[src/rtl/core/psga_pkg.sv]
// ----------------------------------------------------------------------------
// psga_pkg
// Shared constants and controller/datapath handshake types for the
// preferred-slot grid allocator.
// ----------------------------------------------------------------------------
`default_nettype none

package psga_pkg;

    localparam int MAX_SLOTS_DEF     = 8;
    localparam int MAX_POSITIONS_DEF = 8;

    // register file
    localparam int CFG_INDEX_W = 2;
    localparam int CFG_DATA_W  = 4;
    localparam logic [CFG_INDEX_W-1:0] CFG_SLOTS_IN_USE     = 2'd0;
    localparam logic [CFG_INDEX_W-1:0] CFG_POSITIONS_IN_USE = 2'd1;
    localparam logic [CFG_DATA_W-1:0]  CFG_RESET_COUNT      = 4'd5;

    // count width covers a grid dimension of up to 16
    localparam int CNT_W = 5;

    // result codes
    localparam logic [1:0] ST_PLACED  = 2'd0;
    localparam logic [1:0] ST_MOVED   = 2'd1;
    localparam logic [1:0] ST_FULL    = 2'd2;
    localparam logic [1:0] ST_CLEARED = 2'd3;

    typedef struct packed {
        logic latch;
        logic do_check;
        logic do_scan;
        logic load_out;
    } psga_cmd_t;

    typedef struct packed {
        logic is_clear;
        logic want_free;
        logic scan_hit;
        logic scan_last;
        logic out_free;
    } psga_sts_t;

endpackage

`default_nettype wire

[src/rtl/core/psga_ctrl.sv]
// ----------------------------------------------------------------------------
// psga_ctrl
// Sequencer: accept, check the wanted cell, scan rows, hand off the result.
// ----------------------------------------------------------------------------
`default_nettype none

module psga_ctrl
(
    input  wire logic                 clk,
    input  wire logic                 rst_n,
    input  wire logic                 in_valid,
    output logic                      in_ready,
    input  wire psga_pkg::psga_sts_t  sts,
    output psga_pkg::psga_cmd_t       cmd
);

    typedef enum logic [3:0] {
        S_IDLE  = 4'b0001,
        S_CHECK = 4'b0010,
        S_SCAN  = 4'b0100,
        S_POST  = 4'b1000
    } state_t;

    state_t state_reg;
    state_t state_next;

    always_ff @(posedge clk or negedge rst_n)
    begin
        if (!rst_n)
        begin
            state_reg <= S_IDLE;
        end
        else
        begin
            state_reg <= state_next;
        end
    end

    always_comb
    begin
        state_next   = state_reg;
        cmd          = '0;
        in_ready     = 1'b0;
        case (state_reg)
            S_IDLE:
            begin
                in_ready = 1'b1;
                if (in_valid)
                begin
                    cmd.latch  = 1'b1;
                    state_next = S_CHECK;
                end
            end
            S_CHECK:
            begin
                cmd.do_check = 1'b1;
                if (sts.is_clear || sts.want_free)
                begin
                    state_next = S_POST;
                end
                else
                begin
                    state_next = S_SCAN;
                end
            end
            S_SCAN:
            begin
                cmd.do_scan = 1'b1;
                if (sts.scan_hit || sts.scan_last)
                begin
                    state_next = S_POST;
                end
            end
            S_POST:
            begin
                // wait for the output register to drain
                if (sts.out_free)
                begin
                    cmd.load_out = 1'b1;
                    state_next   = S_IDLE;
                end
            end
            default:
            begin
                state_next = S_IDLE;
            end
        endcase
    end

endmodule

`default_nettype wire

[src/rtl/core/psga_dpath.sv]
// ----------------------------------------------------------------------------
// psga_dpath
// Occupancy rows, config registers, request latch, row scan and result
// output register.
// ----------------------------------------------------------------------------
`default_nettype none

module psga_dpath
#(
    parameter int MAX_SLOTS     = psga_pkg::MAX_SLOTS_DEF,
    parameter int MAX_POSITIONS = psga_pkg::MAX_POSITIONS_DEF
)
(
    input  wire logic                              clk,
    input  wire logic                              rst_n,
    input  wire logic                              cfg_valid,
    output logic                                   cfg_ready,
    input  wire logic [psga_pkg::CFG_INDEX_W-1:0]  cfg_index,
    input  wire logic [psga_pkg::CFG_DATA_W-1:0]   cfg_data,
    input  wire logic                              req_type,
    input  wire logic [7:0]                        item_id,
    input  wire logic signed [7:0]                 want_slot,
    input  wire logic signed [7:0]                 want_position,
    output logic                                   out_valid,
    input  wire logic                              out_ready,
    output logic [1:0]                             status,
    output logic [7:0]                             item_echo,
    output logic [2:0]                             got_slot,
    output logic [2:0]                             got_position,
    input  wire psga_pkg::psga_cmd_t               cmd,
    output psga_pkg::psga_sts_t                    sts
);

    localparam int SW    = (MAX_SLOTS > 1) ? $clog2(MAX_SLOTS) : 1;
    localparam int PW    = (MAX_POSITIONS > 1) ? $clog2(MAX_POSITIONS) : 1;
    localparam int CNT_W = psga_pkg::CNT_W;

    logic [psga_pkg::CFG_DATA_W-1:0] slots_cfg_reg;
    logic [psga_pkg::CFG_DATA_W-1:0] positions_cfg_reg;

    logic [MAX_POSITIONS-1:0] occ_reg [MAX_SLOTS];

    logic          clear_reg;
    logic [7:0]    item_reg;
    logic [SW-1:0] want_row_reg;
    logic [PW-1:0] want_col_reg;
    logic [SW-1:0] scan_row_reg;

    logic [1:0]    res_status_reg;
    logic [SW-1:0] res_row_reg;
    logic [PW-1:0] res_col_reg;

    logic          out_valid_reg;
    logic [1:0]    out_status_reg;
    logic [7:0]    out_item_reg;
    logic [2:0]    out_slot_reg;
    logic [2:0]    out_pos_reg;

    logic [CNT_W-1:0]         rows_eff;
    logic [CNT_W-1:0]         cols_eff;
    logic [SW-1:0]            last_row;
    logic [PW-1:0]            last_col;
    logic [SW-1:0]            clamp_row;
    logic [PW-1:0]            clamp_col;
    logic [SW-1:0]            rd_row;
    logic [MAX_POSITIONS-1:0] row_data;
    logic [MAX_POSITIONS-1:0] col_mask;
    logic [MAX_POSITIONS-1:0] free_bits;
    logic                     hit;
    logic [PW-1:0]            hit_col;

    // zero counts as one, anything past the grid counts as the grid size
    always_comb
    begin
        if (slots_cfg_reg == '0)
        begin
            rows_eff = CNT_W'(1);
        end
        else if ({1'b0, slots_cfg_reg} > CNT_W'(MAX_SLOTS))
        begin
            rows_eff = CNT_W'(MAX_SLOTS);
        end
        else
        begin
            rows_eff = {1'b0, slots_cfg_reg};
        end

        if (positions_cfg_reg == '0)
        begin
            cols_eff = CNT_W'(1);
        end
        else if ({1'b0, positions_cfg_reg} > CNT_W'(MAX_POSITIONS))
        begin
            cols_eff = CNT_W'(MAX_POSITIONS);
        end
        else
        begin
            cols_eff = {1'b0, positions_cfg_reg};
        end
    end

    assign last_row = SW'(rows_eff - CNT_W'(1));
    assign last_col = PW'(cols_eff - CNT_W'(1));

    // negative or out-of-range coordinates go to the last in-use line
    always_comb
    begin
        if (want_slot[7] || ({1'b0, want_slot[6:0]} >= 8'(rows_eff)))
        begin
            clamp_row = last_row;
        end
        else
        begin
            clamp_row = SW'(want_slot[6:0]);
        end

        if (want_position[7] || ({1'b0, want_position[6:0]} >= 8'(cols_eff)))
        begin
            clamp_col = last_col;
        end
        else
        begin
            clamp_col = PW'(want_position[6:0]);
        end
    end

    // one row read per cycle, shared by the check and the scan
    assign rd_row   = cmd.do_scan ? scan_row_reg : want_row_reg;
    assign row_data = occ_reg[rd_row];

    always_comb
    begin
        for (int j = 0; j < MAX_POSITIONS; j++)
        begin
            col_mask[j] = (CNT_W'(j) < cols_eff);
        end
    end

    assign free_bits = ~row_data & col_mask;

    always_comb
    begin
        hit     = 1'b0;
        hit_col = '0;
        for (int j = MAX_POSITIONS - 1; j >= 0; j--)
        begin
            if (free_bits[j])
            begin
                hit     = 1'b1;
                hit_col = PW'(j);
            end
        end
    end

    assign sts.is_clear  = clear_reg;
    assign sts.want_free = !row_data[want_col_reg];
    assign sts.scan_hit  = hit;
    assign sts.scan_last = (scan_row_reg == last_row);
    assign sts.out_free  = !out_valid_reg || out_ready;

    assign cfg_ready = 1'b1;

    always_ff @(posedge clk or negedge rst_n)
    begin
        if (!rst_n)
        begin
            slots_cfg_reg     <= psga_pkg::CFG_RESET_COUNT;
            positions_cfg_reg <= psga_pkg::CFG_RESET_COUNT;
        end
        else if (cfg_valid)
        begin
            case (cfg_index)
                psga_pkg::CFG_SLOTS_IN_USE:
                begin
                    slots_cfg_reg <= cfg_data;
                end
                psga_pkg::CFG_POSITIONS_IN_USE:
                begin
                    positions_cfg_reg <= cfg_data;
                end
                default:
                begin
                end
            endcase
        end
    end

    // occupancy bits
    always_ff @(posedge clk or negedge rst_n)
    begin
        if (!rst_n)
        begin
            for (int i = 0; i < MAX_SLOTS; i++)
            begin
                occ_reg[i] <= '0;
            end
        end
        else if (cmd.do_check && clear_reg)
        begin
            for (int i = 0; i < MAX_SLOTS; i++)
            begin
                occ_reg[i] <= '0;
            end
        end
        else if (cmd.do_check && sts.want_free)
        begin
            occ_reg[rd_row][want_col_reg] <= 1'b1;
        end
        else if (cmd.do_scan && hit)
        begin
            occ_reg[rd_row][hit_col] <= 1'b1;
        end
    end

    // request latch, scan row and pending result
    always_ff @(posedge clk)
    begin
        if (cmd.latch)
        begin
            clear_reg    <= req_type;
            item_reg     <= item_id;
            want_row_reg <= clamp_row;
            want_col_reg <= clamp_col;
        end

        if (cmd.do_check)
        begin
            scan_row_reg <= '0;
            if (clear_reg)
            begin
                res_status_reg <= psga_pkg::ST_CLEARED;
                res_row_reg    <= '0;
                res_col_reg    <= '0;
            end
            else if (sts.want_free)
            begin
                res_status_reg <= psga_pkg::ST_PLACED;
                res_row_reg    <= want_row_reg;
                res_col_reg    <= want_col_reg;
            end
        end
        else if (cmd.do_scan)
        begin
            if (hit)
            begin
                res_status_reg <= psga_pkg::ST_MOVED;
                res_row_reg    <= scan_row_reg;
                res_col_reg    <= hit_col;
            end
            else if (sts.scan_last)
            begin
                res_status_reg <= psga_pkg::ST_FULL;
                res_row_reg    <= '0;
                res_col_reg    <= '0;
            end
            else
            begin
                scan_row_reg <= scan_row_reg + SW'(1);
            end
        end
    end

    // output register
    always_ff @(posedge clk or negedge rst_n)
    begin
        if (!rst_n)
        begin
            out_valid_reg <= 1'b0;
        end
        else if (cmd.load_out)
        begin
            out_valid_reg <= 1'b1;
        end
        else if (out_ready)
        begin
            out_valid_reg <= 1'b0;
        end
    end

    always_ff @(posedge clk)
    begin
        if (cmd.load_out)
        begin
            out_status_reg <= res_status_reg;
            out_item_reg   <= clear_reg ? 8'd0 : item_reg;
            out_slot_reg   <= 3'(res_row_reg);
            out_pos_reg    <= 3'(res_col_reg);
        end
    end

    assign out_valid    = out_valid_reg;
    assign status       = out_status_reg;
    assign item_echo    = out_item_reg;
    assign got_slot     = out_slot_reg;
    assign got_position = out_pos_reg;

endmodule

`default_nettype wire

[src/rtl/core/preferred_slot_grid_allocator.sv]
// ----------------------------------------------------------------------------
// preferred_slot_grid_allocator
// Places items in a grid of slots by positions, preferring the wanted cell
// and falling back to the first free cell in row-major order.
// ----------------------------------------------------------------------------
// A request is taken on in_valid/in_ready and yields exactly one result on
// out_valid/out_ready. A clear, or a place whose wanted cell is free, passes
// through the accept state, a state to check the wanted cell and a state that
// loads the result register. A place whose wanted cell is taken then also
// scans one in-use row per cycle through the single row-read port of the
// occupancy store, examining at most the number of rows in use after a zero
// count is taken as one and a count past the grid as the grid size. The load
// waits while the output register still holds a result that has not been
// taken. The next request is accepted in the cycle after the load, even if
// that result has not been taken yet. Config writes are always ready and
// should be issued only while no request is in flight.
`default_nettype none

module preferred_slot_grid_allocator
#(
    parameter int MAX_SLOTS     = psga_pkg::MAX_SLOTS_DEF,
    parameter int MAX_POSITIONS = psga_pkg::MAX_POSITIONS_DEF
)
(
    input  wire logic                              clk,
    input  wire logic                              rst_n,
    input  wire logic                              cfg_valid,
    output logic                                   cfg_ready,
    input  wire logic [psga_pkg::CFG_INDEX_W-1:0]  cfg_index,
    input  wire logic [psga_pkg::CFG_DATA_W-1:0]   cfg_data,
    input  wire logic                              in_valid,
    output logic                                   in_ready,
    input  wire logic                              req_type,
    input  wire logic [7:0]                        item_id,
    input  wire logic signed [7:0]                 want_slot,
    input  wire logic signed [7:0]                 want_position,
    output logic                                   out_valid,
    input  wire logic                              out_ready,
    output logic [1:0]                             status,
    output logic [7:0]                             item_echo,
    output logic [2:0]                             got_slot,
    output logic [2:0]                             got_position
);

    psga_pkg::psga_cmd_t cmd;
    psga_pkg::psga_sts_t sts;

    psga_ctrl u_ctrl
    (
        .clk      (clk),
        .rst_n    (rst_n),
        .in_valid (in_valid),
        .in_ready (in_ready),
        .sts      (sts),
        .cmd      (cmd)
    );

    psga_dpath
    #(
        .MAX_SLOTS     (MAX_SLOTS),
        .MAX_POSITIONS (MAX_POSITIONS)
    )
    u_dpath
    (
        .clk           (clk),
        .rst_n         (rst_n),
        .cfg_valid     (cfg_valid),
        .cfg_ready     (cfg_ready),
        .cfg_index     (cfg_index),
        .cfg_data      (cfg_data),
        .req_type      (req_type),
        .item_id       (item_id),
        .want_slot     (want_slot),
        .want_position (want_position),
        .out_valid     (out_valid),
        .out_ready     (out_ready),
        .status        (status),
        .item_echo     (item_echo),
        .got_slot      (got_slot),
        .got_position  (got_position),
        .cmd           (cmd),
        .sts           (sts)
    );

endmodule

`default_nettype wire

[config.mk]
export PLATFORM = sky130hd
export DESIGN_NAME = preferred_slot_grid_allocator
export DESIGN_NICKNAME = d
export VERILOG_FILES = /design/src/rtl/core/psga_pkg.sv /design/src/rtl/core/psga_ctrl.sv /design/src/rtl/core/psga_dpath.sv /design/src/rtl/core/preferred_slot_grid_allocator.sv
export SDC_FILE = /design/constraint.sdc
export NUM_CORES = 1
export LEC_CHECK = 0
export BUFFER_PORTS_ARGS = -buffer_cell sky130_fd_sc_hd__buf_2
export CORE_ASPECT_RATIO = 0.6
export CORE_MARGIN = 5
export CORE_UTILIZATION = 39
export CTS_BUF_LIST = sky130_fd_sc_hd__clkbuf_16
export CTS_CLUSTER_DIAMETER = 120
export DETAILED_ROUTE_END_ITERATION = 8
export PLACE_DENSITY_LB_ADDON = 0.15
export SLEW_MARGIN = 20
export SYNTH_ARGS = -nofsm -noshare
export SYNTH_HDL_FRONTEND = slang
export SYNTH_SLANG_ARGS = --single-unit
[constraint.sdc]
create_clock -name clk -period 7.4 [get_ports clk]
set_input_delay 0 -clock clk [delete_from_list [all_inputs] [get_ports clk]]
set_output_delay 0 -clock clk [all_outputs]
set_load 0.01 [all_outputs]
==> impl_metrics.yaml, run 1 <==
critical_path:
  r2r-end: "u_dpath.occ_reg[34]"
  rrSetupSlack_ns: 2.38
  crit_path_start_kind: "flop"
  critical_path.max_fanout: 23
  crit_arrival_ns: 5.37
  critical_path_class: "reg -> reg"
  end_kind: "flop"
  r2r-start: "u_ctrl.state_reg[1]"
  rr_worst_depth: 9
  cp_data_required_time_ns: 7.75
floorplan:
  die_h_um: 113
  io_pins: 55
  core_area_mm2: 0.0172
  die_w_um: 181
  start_util_pct: 39.9
  row_count: 37
  dieArea_mm2: 0.0205
power:
  ir_drop_mv: 0.175
  leakage_nw: 3.26
  power_w: 0.00271
  power_density_mw_per_mm2: 333
finish:
  mostFrequentLayoutCells: "72 x dfrtp_1, 52 x buf_2, 50 x nand2_1, 48 x a32o_1, 40 x nor2_1"
  fillers: 1604
  drive_above_1_share_pct: 20.5
  final_nets: 744
  largest_reg_flops: 64
  multiInputGateArea_mm2: 0.00339
  layout_commonest_cell: "dfrtp_1"
  fin_util_pct: 47.4
  antenna-diode-count: 0
  area_delta_synth_final_pct: 18.7
  regArea_mm2: 0.00316
  final_area_mm2: 0.00816
synthesis:
  synth_top_family_by_area: "compound AO/OA/AOI/OAI gates"
  ys_async_sr_fraction_pct: 64.7
  synth-seq-cells: 119
  synth_compound_area_share_pct: 19.4
  synthFlopType: "dfrtp_1"
  ys_warn_count: 0
  synth_edf_count: 39
  synthCells: 639
  yosys-mux-area-fraction_pct: 9.96
  synth_cell_types: 67
  yosysSeqAreaShare_pct: 46.1
  synthAdderAreaFrac_pct: 2.19
  synthSimpleGateAreaFrac_pct: 16.8
  syn-cell-area_mm2: 0.00687
  syn_nets: 687
  synth_xor_area_share_pct: 0.765
  synth_area_per_cell_um2: 10.8
route:
  dr_total_vias: 5786
  drt_iter0_drc: 638
  via_per_inst: 6.14
  wirelength_mm: 20.8
  drc_errors: 0
  wire_per_inst_um: 22.0
  first_pass_iters: 5
  postRouteAntennaNets: 0
sta:
  slew_headroom_pct: 26.0
  max_freq_mhz: 199
  setup_slack_ns: 2.38
  period_needed_ns: 5.02
  rsz0062_at_grt: "false"
  finalSetupViolations: 0
  fin_skew_ns: 0.0129
  hold_violations: 0
  setup_tns_ns: 0
  max_slew.worst_pin.slew_ns: 1.11
  final_max_slew_viol_count: 0
  post-route-period-util_pct: 67.8
cts:
  cts_tree: "built"
  cts_buffers: 17
  cts_resized: 0
  ctsRootBufferMaster: "clkbuf_16"
  path_clk_slew_ns: 0.06
  cts.path.max_buffers: 2
  cts_sinks: 119
  ctsHtreeMaxLevel: 4
  clock_latency_ns: 0.42
place:
  port_buffers: 53
  dp_slack_ns: 2.47
  place_area_mm2: 0.00730
  dpl.hpwl_mm: 13.4
  place.gp.congestion: 0.957
min_path:
  holdPathEnd: "u_dpath.slots_cfg_reg[1]"
  min_path_cells: 3
  holdCritPathClass: "in -> reg"
  hold_path_startpoint: "cfg_index[0]"
global_route:
  antenna_found_initial: 0
  grt_max_degree: 78
  grt_pass1_vias: 5593
  track_usage_pct: 20.3
  gr-total-overflow: 0
  grt_pass1_wl_mm: 32.8
flow_run:
  drv_cap: 0
outcome:
  outcome: "complete, no violations"
metrics by stage:
| step | cells | hold WS [ns] |
|---|---|---|
| floorplan | 639 | -0.296 |
| global placement | 887 | 0.177 |
| detailed placement | 887 | 0.178 |
| CTS | 943 | 0.0127 |
| global route | 943 | 0.0496 |
| finish | 943 | 0.0213 |
worst max-delay path by stage:
| stage | startpoint | to | slack [ns] | depth (start not counted) |
|---|---|---|---|---|
| 6_report | u_ctrl.state_reg[1] | u_dpath.occ_reg[34] | 2.38 | 9 |
| 5_1_grt | u_ctrl.state_reg[1] | u_dpath.occ_reg[34] | 2.15 | 9 |
| 4_1_cts | u_ctrl.state_reg[1] | u_dpath.occ_reg[34] | 2.45 | 9 |
| 3_5_place_dp | u_ctrl.state_reg[1] | u_dpath.occ_reg[34] | 2.47 | 9 |
| 3_3_place_gp | u_ctrl.state_reg[1] | u_dpath.occ_reg[26] | 2.69 | 9 |
| 2_1_floorplan | u_ctrl.state_reg[3] | u_dpath.occ_reg[10] | 3.85 | 14 |
synth_stat cells (all sizes together), types with 15 or more instances:
master / n / share of area [%]
dfrtp: 72 / 26
nand2: 51 / 2.8
a32o: 48 / 7.0
nor2: 40 / 2.2
edfxtp: 39 / 17
mux2i: 30 / 4.6
clkbuf: 27 / 1.5
buf: 25 / 2.1
inv: 21 / 1.1
o221ai: 19 / 2.4
nand4: 18 / 1.6
mux2: 17 / 2.8
o21ai: 17 / 1.2
nor3: 15 / 1.1
routing by layer:
metal / part of all wire, % / track usage, % / vias up
met3: 8.8 / 4.95 / 26
met4: 0.79 / 3.80 / 0
met2: 43 / 30.1 / 294
li1: - / - / 2592
met5: 0 / 0 / -
met1: 47 / 30.6 / 2874
final cells by class:
type	count	area share, %
multi-input combinational	447	41.6
clock inverter	15	2.33
tap	234	3.59
inverter	21	0.967
timing repair buffer	90	7.47
clock buffer	17	5.22
sequential	119	38.8
cell families after synthesis:
family                   after synthesis
AO/OA/AOI/OAI                        160
multiplexers                          55
other                                  1
AND/OR/NAND/NOR                      213
flip-flops                           119
buffers and inverters                 73
XOR/XNOR                               6
adder cells (fa/ha/maj)               12
power breakdown:
| group | switching (W) | leakage (nW) | internal [W] |
|---|---|---|---|
| Clock | 0.000340 | 0.300 | 0.000538 |
| Combinational | 0.000606 | 1.54 | 0.000332 |
| Sequential | 0.0000891 | 1.43 | 0.000810 |
repair_timing:
item | in CTS | in global routing
buffers inserted | 0 | 0
hold buffers | 24 | 0
endpoints found under the hold margin | 98 | 0
endpoints found under the setup margin | 0 | 0
critical path, stage by stage (launching register included):
cell and delay (ns):
dfrtp_1 0.47, or4b_1 0.58, buf_4 0.27, mux2i_1 0.41, o211ai_1 0.17, or4_1 0.75, a2111oi_4 0.59, a21o_1 0.70
mux2i_1 0.72, a32o_1 0.26
(Power assumes the default switching activity.)
==> run 2: changes to the inputs <==
==> constraint.sdc (replaced) <==
create_clock -name clk -period 4.1 [get_ports clk]
set_input_delay 0 -clock clk [delete_from_list [all_inputs] [get_ports clk]]
set_output_delay 0 -clock clk [all_outputs]
set_load 0.01 [all_outputs]
==> run 2 against run 1 <==
Against the previous run:
- core utilization rose by 1.8 points
- largest power group unchanged
- worst hold slack got worse by 0.0029 ns
- global-route usage is 0.42 points higher
- cell count rose by 3.5%
- setup slack got worse by 2.2 ns
- clock power grew 84%
- via count increased by 0.74%
- register-to-register slack got worse by 2.2 ns
- critical path type unchanged
- highest routed layer unchanged
- total power is 87% higher
- first-iteration DRC count shrank 16%
==> impl_metrics.yaml, run 2 (synthesis results as in run 1) <==
global_route:
  grt_pass1_wl_mm: 33.1
  grt_pass1_vias: 5716
  grt_max_degree: 78
  gr-total-overflow: 0
  antenna_found_initial: 0
  track_usage_pct: 20.7
critical_path:
  r2r-end: "u_dpath.occ_reg[4]"
  end_kind: "flop"
  critical_path_class: "reg -> reg"
  critical_path.max_fanout: 23
  rr_worst_depth: 10
  crit_path_start_kind: "flop"
  crit_arrival_ns: 4.26
  cp-startpoint: "u_ctrl.state_reg[0]"
  cp_data_required_time_ns: 4.45
  r2r-start: "u_ctrl.state_reg[0]"
  rrSetupSlack_ns: 0.19
floorplan:
  row_count: 37
  dieArea_mm2: 0.0205
  core_area_mm2: 0.0172
  die_h_um: 113
  io_pins: 55
  die_w_um: 181
  start_util_pct: 39.9
route:
  dr_total_vias: 5829
  via_per_inst: 5.97
  first_pass_iters: 7
  drc_errors: 0
  wire_per_inst_um: 21.6
  postRouteAntennaNets: 0
  wirelength_mm: 21.1
  drt_iter0_drc: 536
cts:
  clock_latency_ns: 0.42
  ctsRootBufferMaster: "clkbuf_16"
  ctsHtreeMaxLevel: 4
  cts_buffers: 17
  cts_resized: 0
  cts.path.max_buffers: 2
  cts_sinks: 119
  path_clk_slew_ns: 0.05
  cts_tree: "built"
place:
  dp_slack_ns: 0.193
  dp_cells: 913
  port_buffers: 53
  place.gp.congestion: 0.918
  dpl.hpwl_mm: 14.3
power:
  power_density_mw_per_mm2: 600
  leakage_nw: 3.45
  ir_drop_mv: 0.323
sta:
  post-route-period-util_pct: 95.5
  setup_tns_ns: 0
  hold_violations: 0
  fin_skew_ns: 0.0102
  finalSetupViolations: 0
  rsz0062_at_grt: "false"
  max_freq_mhz: 255
  slew_headroom_pct: 39.9
  final_max_slew_viol_count: 0
  setup_slack_ns: 0.186
  period_needed_ns: 3.91
  max_slew.worst_pin.slew_ns: 0.899
finish:
  drive_above_1_share_pct: 23.5
  largest_reg_flops: 64
  fin_util_pct: 49.2
  final_nets: 776
  layout_commonest_cell: "dfrtp_1"
  stdcell_count: 976
  mostFrequentLayoutCells: "72 x dfrtp_1, 52 x buf_2, 50 x nand2_1, 48 x a32o_1, 40 x nor2_1"
  area_delta_synth_final_pct: 23.2
flow_run:
  drv_cap: 0
min_path:
  holdCritPathClass: "in -> reg"
  hold_path_startpoint: "want_position[7]"
  min_path_cells: 3
  holdPathEnd: "u_dpath.want_col_reg[2]"
outcome:
  outcome: "complete, no violations"
[run 2: cell type report]
| cell class | count | area, um2 |
|---|---|---|
| Fill cell | 1561 | 8760 |
| Multi-Input combinational cell | 447 | 3390 |
| Sequential cell | 119 | 3160 |
| Timing Repair Buffer | 122 | 905 |
| Clock buffer | 17 | 425 |
| Tap cell | 234 | 293 |
| Clock inverter | 15 | 203 |
| Inverter | 21 | 78.8 |
| Antenna cell | 1 | 2.50 |
[run 2: critical path, stage by stage, from the launching register on]
cell	delay, ns
dfstp_2	0.40
or4b_1	0.59
buf_12	0.20
mux2i_1	0.26
o211ai_1	0.12
or4_1	0.74
o21bai_1	0.24
a41oi_1	0.30
or2_2	0.35
a31o_2	0.40
a32o_1	0.21
[run 2: repair_timing]
item,4_1_cts,5_1_grt
endpoints found under the setup margin,0,39
hold endpoints to repair,98,0
hold buffers,26,0
buffers inserted,0,4
[run 2: worst max path at each step]
| stage | end | slack (ns) |
|---|---|---|
| final | u_dpath.occ_reg[4] | 0.19 |
| after global routing | u_dpath.occ_reg[2] | 0.004 |
| after CTS | u_dpath.occ_reg[4] | 0.17 |
| after detailed placement | u_dpath.occ_reg[36] | 0.19 |
| after global placement | u_dpath.occ_reg[44] | 0.20 |
| after floorplan | u_dpath.occ_reg[10] | 0.55 |
[run 2: per-layer routing]
| layer | track usage, % | up-vias | wire length [um] |
|---|---|---|---|
| met5 | 0 | - | 0 |
| met4 | 5.40 | 0 | 219 |
| met3 | 5.46 | 23 | 1600 |
| met2 | 29.2 | 229 | 8830 |
| met1 | 31.5 | 2926 | 10400 |
| li1 | - | 2651 | - |
[run 2: metrics by stage]
stage	instance area [um2]	total power (W)	hold WS, ns
floorplan	6870	0.00278	-0.296
global placement	7540	0.00339	0.178
detailed placement	7540	0.00342	0.178
CTS	8430	0.00507	0.00950
global route	8460	0.00535	0.0340
finish	8470	0.00508	0.0185
[run 2: report_power, final]
part | internal, W | switching, W | total (W)
Sequential | 0.00146 | 0.000204 | 0.00167
Clock | 0.00102 | 0.000588 | 0.00161
Combinational | 0.000728 | 0.00108 | 0.00181
==> run 3: changes to the inputs <==
--- a/config.mk
+++ b/config.mk
@@ -5,6 +5,7 @@
 export SDC_FILE = /design/constraint.sdc
 export NUM_CORES = 1
 export LEC_CHECK = 0
+export ABC_AREA = 1
 export BUFFER_PORTS_ARGS = -buffer_cell sky130_fd_sc_hd__buf_2
 export CORE_ASPECT_RATIO = 0.6
 export CORE_MARGIN = 5
==> run 3 against run 2 <==
Against the previous run:
- combinational power is 47% higher
- count of clock-buffer cells in the layout stayed put
- non-clock buffer count is 44 lower
- total power is 19% higher
- clock skew is 0.0016 ns higher
- clock power is 5% lower
- worst hold slack worse by 0.011 ns
- sequential cell count stayed put
- register-to-register slack better by 0.32 ns
- first-iteration DRC count is 5.2% higher
- maximum frequency is 8.9% higher
- sequential power is 11% higher
- largest cell class is now registers
==> impl_metrics.yaml, run 3 <==
route:
  drt_iter0_drc: 564
  dr_total_vias: 5544
  drc_errors: 0
  wirelength_mm: 17.3
  wire_per_inst_um: 14.8
  first_pass_iters: 5
  via_per_inst: 4.75
  postRouteAntennaNets: 0
critical_path:
  crit_family: "simple AND/OR/NAND/NOR gates"
  crit_path_start_kind: "flop"
  cp_data_required_time_ns: 4.20
  worst-path-buf-inv: 1
  critical_path_class: "reg -> reg"
  crit_chain: "nor2_8 -> nand3_2 -> nand2_4 -> nand2_1 -> nand2_1 -> nand2_1 -> nand2_1 -> nand2_1 -> nand2_1 -> nand2_2 -> nand2_2 -> nor2_2 -> o2111ai_1 -> o221ai_1 -> nor2_1 -> buf_4"
  cpMostUsedCell: "nand2_1"
  critical_path.max_fanout: 31
  crit_slowest_cell: "dfrtp_1"
  crit_arrival_ns: 3.70
  critPathMaxStageDelay_ns: 0.46
  end_kind: "flop"
synthesis:
  synth_top_area_share_pct: 27.7
  synth_area_per_cell_um2: 7.69
  synth-seq-cells: 119
  ys_async_sr_fraction_pct: 64.7
  syn-cell-area_mm2: 0.00651
  syn_nets: 895
  yosysSeqAreaShare_pct: 48.6
  synthCells: 847
  yosys-top-cells-area: "dfrtp_1 28%, edfxtp_1 18%, nand2_1 15%"
  synth_area_leader_cell: "dfrtp_1"
  yosysMostFrequentCell: "nand2_1"
  synthFlopType: "dfrtp_1"
  synth_cell_types: 32
  synth_edf_count: 39
  synth_common_cells: "258 x nand2_1, 116 x nor2_1, 114 x inv_1, 72 x a21oi_1, 72 x dfrtp_1"
  ys_warn_count: 0
place:
  dpl.hpwl_mm: 12.1
  dp_slack_ns: 0.574
  place.gp.congestion: 0.852
  port_buffers: 53
  dp_cells: 1114
  place_area_mm2: 0.00698
sta:
  hold_violations: 0
  period_needed_ns: 3.60
  holdWs_ns: 0.00707
  slew_headroom_pct: 49.3
  finalSetupViolations: 0
  rsz0062_at_grt: "false"
  fin_skew_ns: 0.0117
  setup_tns_ns: 0
  final_max_slew_viol_count: 0
  max_slew.worst_pin.slew_ns: 0.761
  post-route-period-util_pct: 87.7
  max_freq_mhz: 278
  setup_slack_ns: 0.504
cts:
  ctsHtreeMaxLevel: 4
  cts_tree: "built"
  path_clk_slew_ns: 0.07
  cts_sinks: 119
  cts.path.max_buffers: 2
  clock_latency_ns: 0.42
  cts_buffers: 17
  cts_resized: 0
  ctsRootBufferMaster: "clkbuf_16"
finish:
  layout_commonest_cell: "nand2_1"
  antenna-diode-count: 0
  fillers: 1661
  final_area_mm2: 0.00780
  mostFrequentLayoutCells: "258 x nand2_1, 116 x nor2_1, 114 x inv_1, 72 x a21oi_1, 72 x dfrtp_1"
  drive_above_1_share_pct: 14.1
  final_nets: 974
  largest_reg_flops: 64
  area_delta_synth_final_pct: 19.7
  stdcell_count: 1167
floorplan:
  io_pins: 55
  die_w_um: 177
  die_h_um: 110
  start_util_pct: 40.0
  dieArea_mm2: 0.0195
  core_area_mm2: 0.0163
  row_count: 36
min_path:
  holdCritPathClass: "in -> reg"
global_route:
  track_usage_pct: 18.8
  gr-total-overflow: 0
  grt_pass1_wl_mm: 28.5
  antenna_found_initial: 0
  grt_pass1_vias: 5331
  grt_max_degree: 78
power:
  power_density_mw_per_mm2: 773
  leakage_nw: 3.99
  ir_drop_mv: 0.299
outcome:
  outcome: "complete, no violations"
flow_run:
  drv_cap: 0
run 3: report_power, final:
part           switching [W]  internal (W)  leakage [nW]
Combinational        0.00192      0.000737          2.27
Sequential          0.000176       0.00167          1.43
Clock               0.000653      0.000874         0.293
Total                0.00275       0.00328          3.99
run 3: metal layers:
metal,share of wire (%),GRT usage [%]
met1,53,29.8
met2,39,26.2
met3,7.9,4.02
met4,0.50,3.81
met5,0,0
run 3: timing repair:
item / 4_1_cts / 5_1_grt
buffers inserted: 0 / 0
hold buffers: 21 / 0
hold endpoints to repair: 95 / 0
run 3: worst paths after layout:
kind,startpoint,endpoint,slack [ns],depth (start not counted)
setup / recovery,u_ctrl.state_reg[1],u_dpath.want_row_reg[2],0.50,16
hold / removal,cfg_index[0],u_dpath.slots_cfg_reg[0],0.007,4
setup reg to reg,u_ctrl.state_reg[1],u_dpath.want_row_reg[2],0.50,16
hold reg to reg,u_dpath.res_status_reg[0],u_dpath.status[0],0.42,0
max in group asynchronous,rst_n,u_dpath.positions_cfg_reg[3],3.37,2
min in group asynchronous,rst_n,u_dpath.out_valid,0.17,2
run 3: cell families after synthesis:
logic type                 share of synthesized area, %
other                                            0.0576
adders and majority gates                          2.30
and+or+nand+nor                                    31.2
AOI/OAI and AO/OA                                  8.82
xor gates and xnor gates                          0.538
DFF                                                48.6
buffers and inverters                              8.53
run 3: cell type report:
| type | count | area, um2 | share of cell area (%) |
|---|---|---|---|
| Clock buffer | 17 | 425 | 5.46 |
| Clock inverter | 15 | 176 | 2.26 |
| Inverter | 117 | 439 | 5.63 |
| Multi-Input combinational cell | 593 | 2800 | 35.8 |
| Sequential cell | 119 | 3160 | 40.6 |
| Tap cell | 228 | 285 | 3.66 |
| Timing Repair Buffer | 78 | 512 | 6.56 |
run 3: worst register-to-register path: cells and delay by family, from the launching register on:
family,cells,cell delay (ns)
AO/OA/AOI/OAI,2,0.66
buffers and inverters,1,0.26
flip-flops,1,0.46
AND/OR/NAND/NOR,13,1.89
run 3: per-stage QoR:
step | power, W | util [%]
finish | 0.00603 | 47.8
global route | 0.00651 | 47.8
CTS | 0.00604 | 47.8
detailed placement | 0.00448 | 42.8
global placement | 0.00448 | 42.8
floorplan | 0.00378 | -
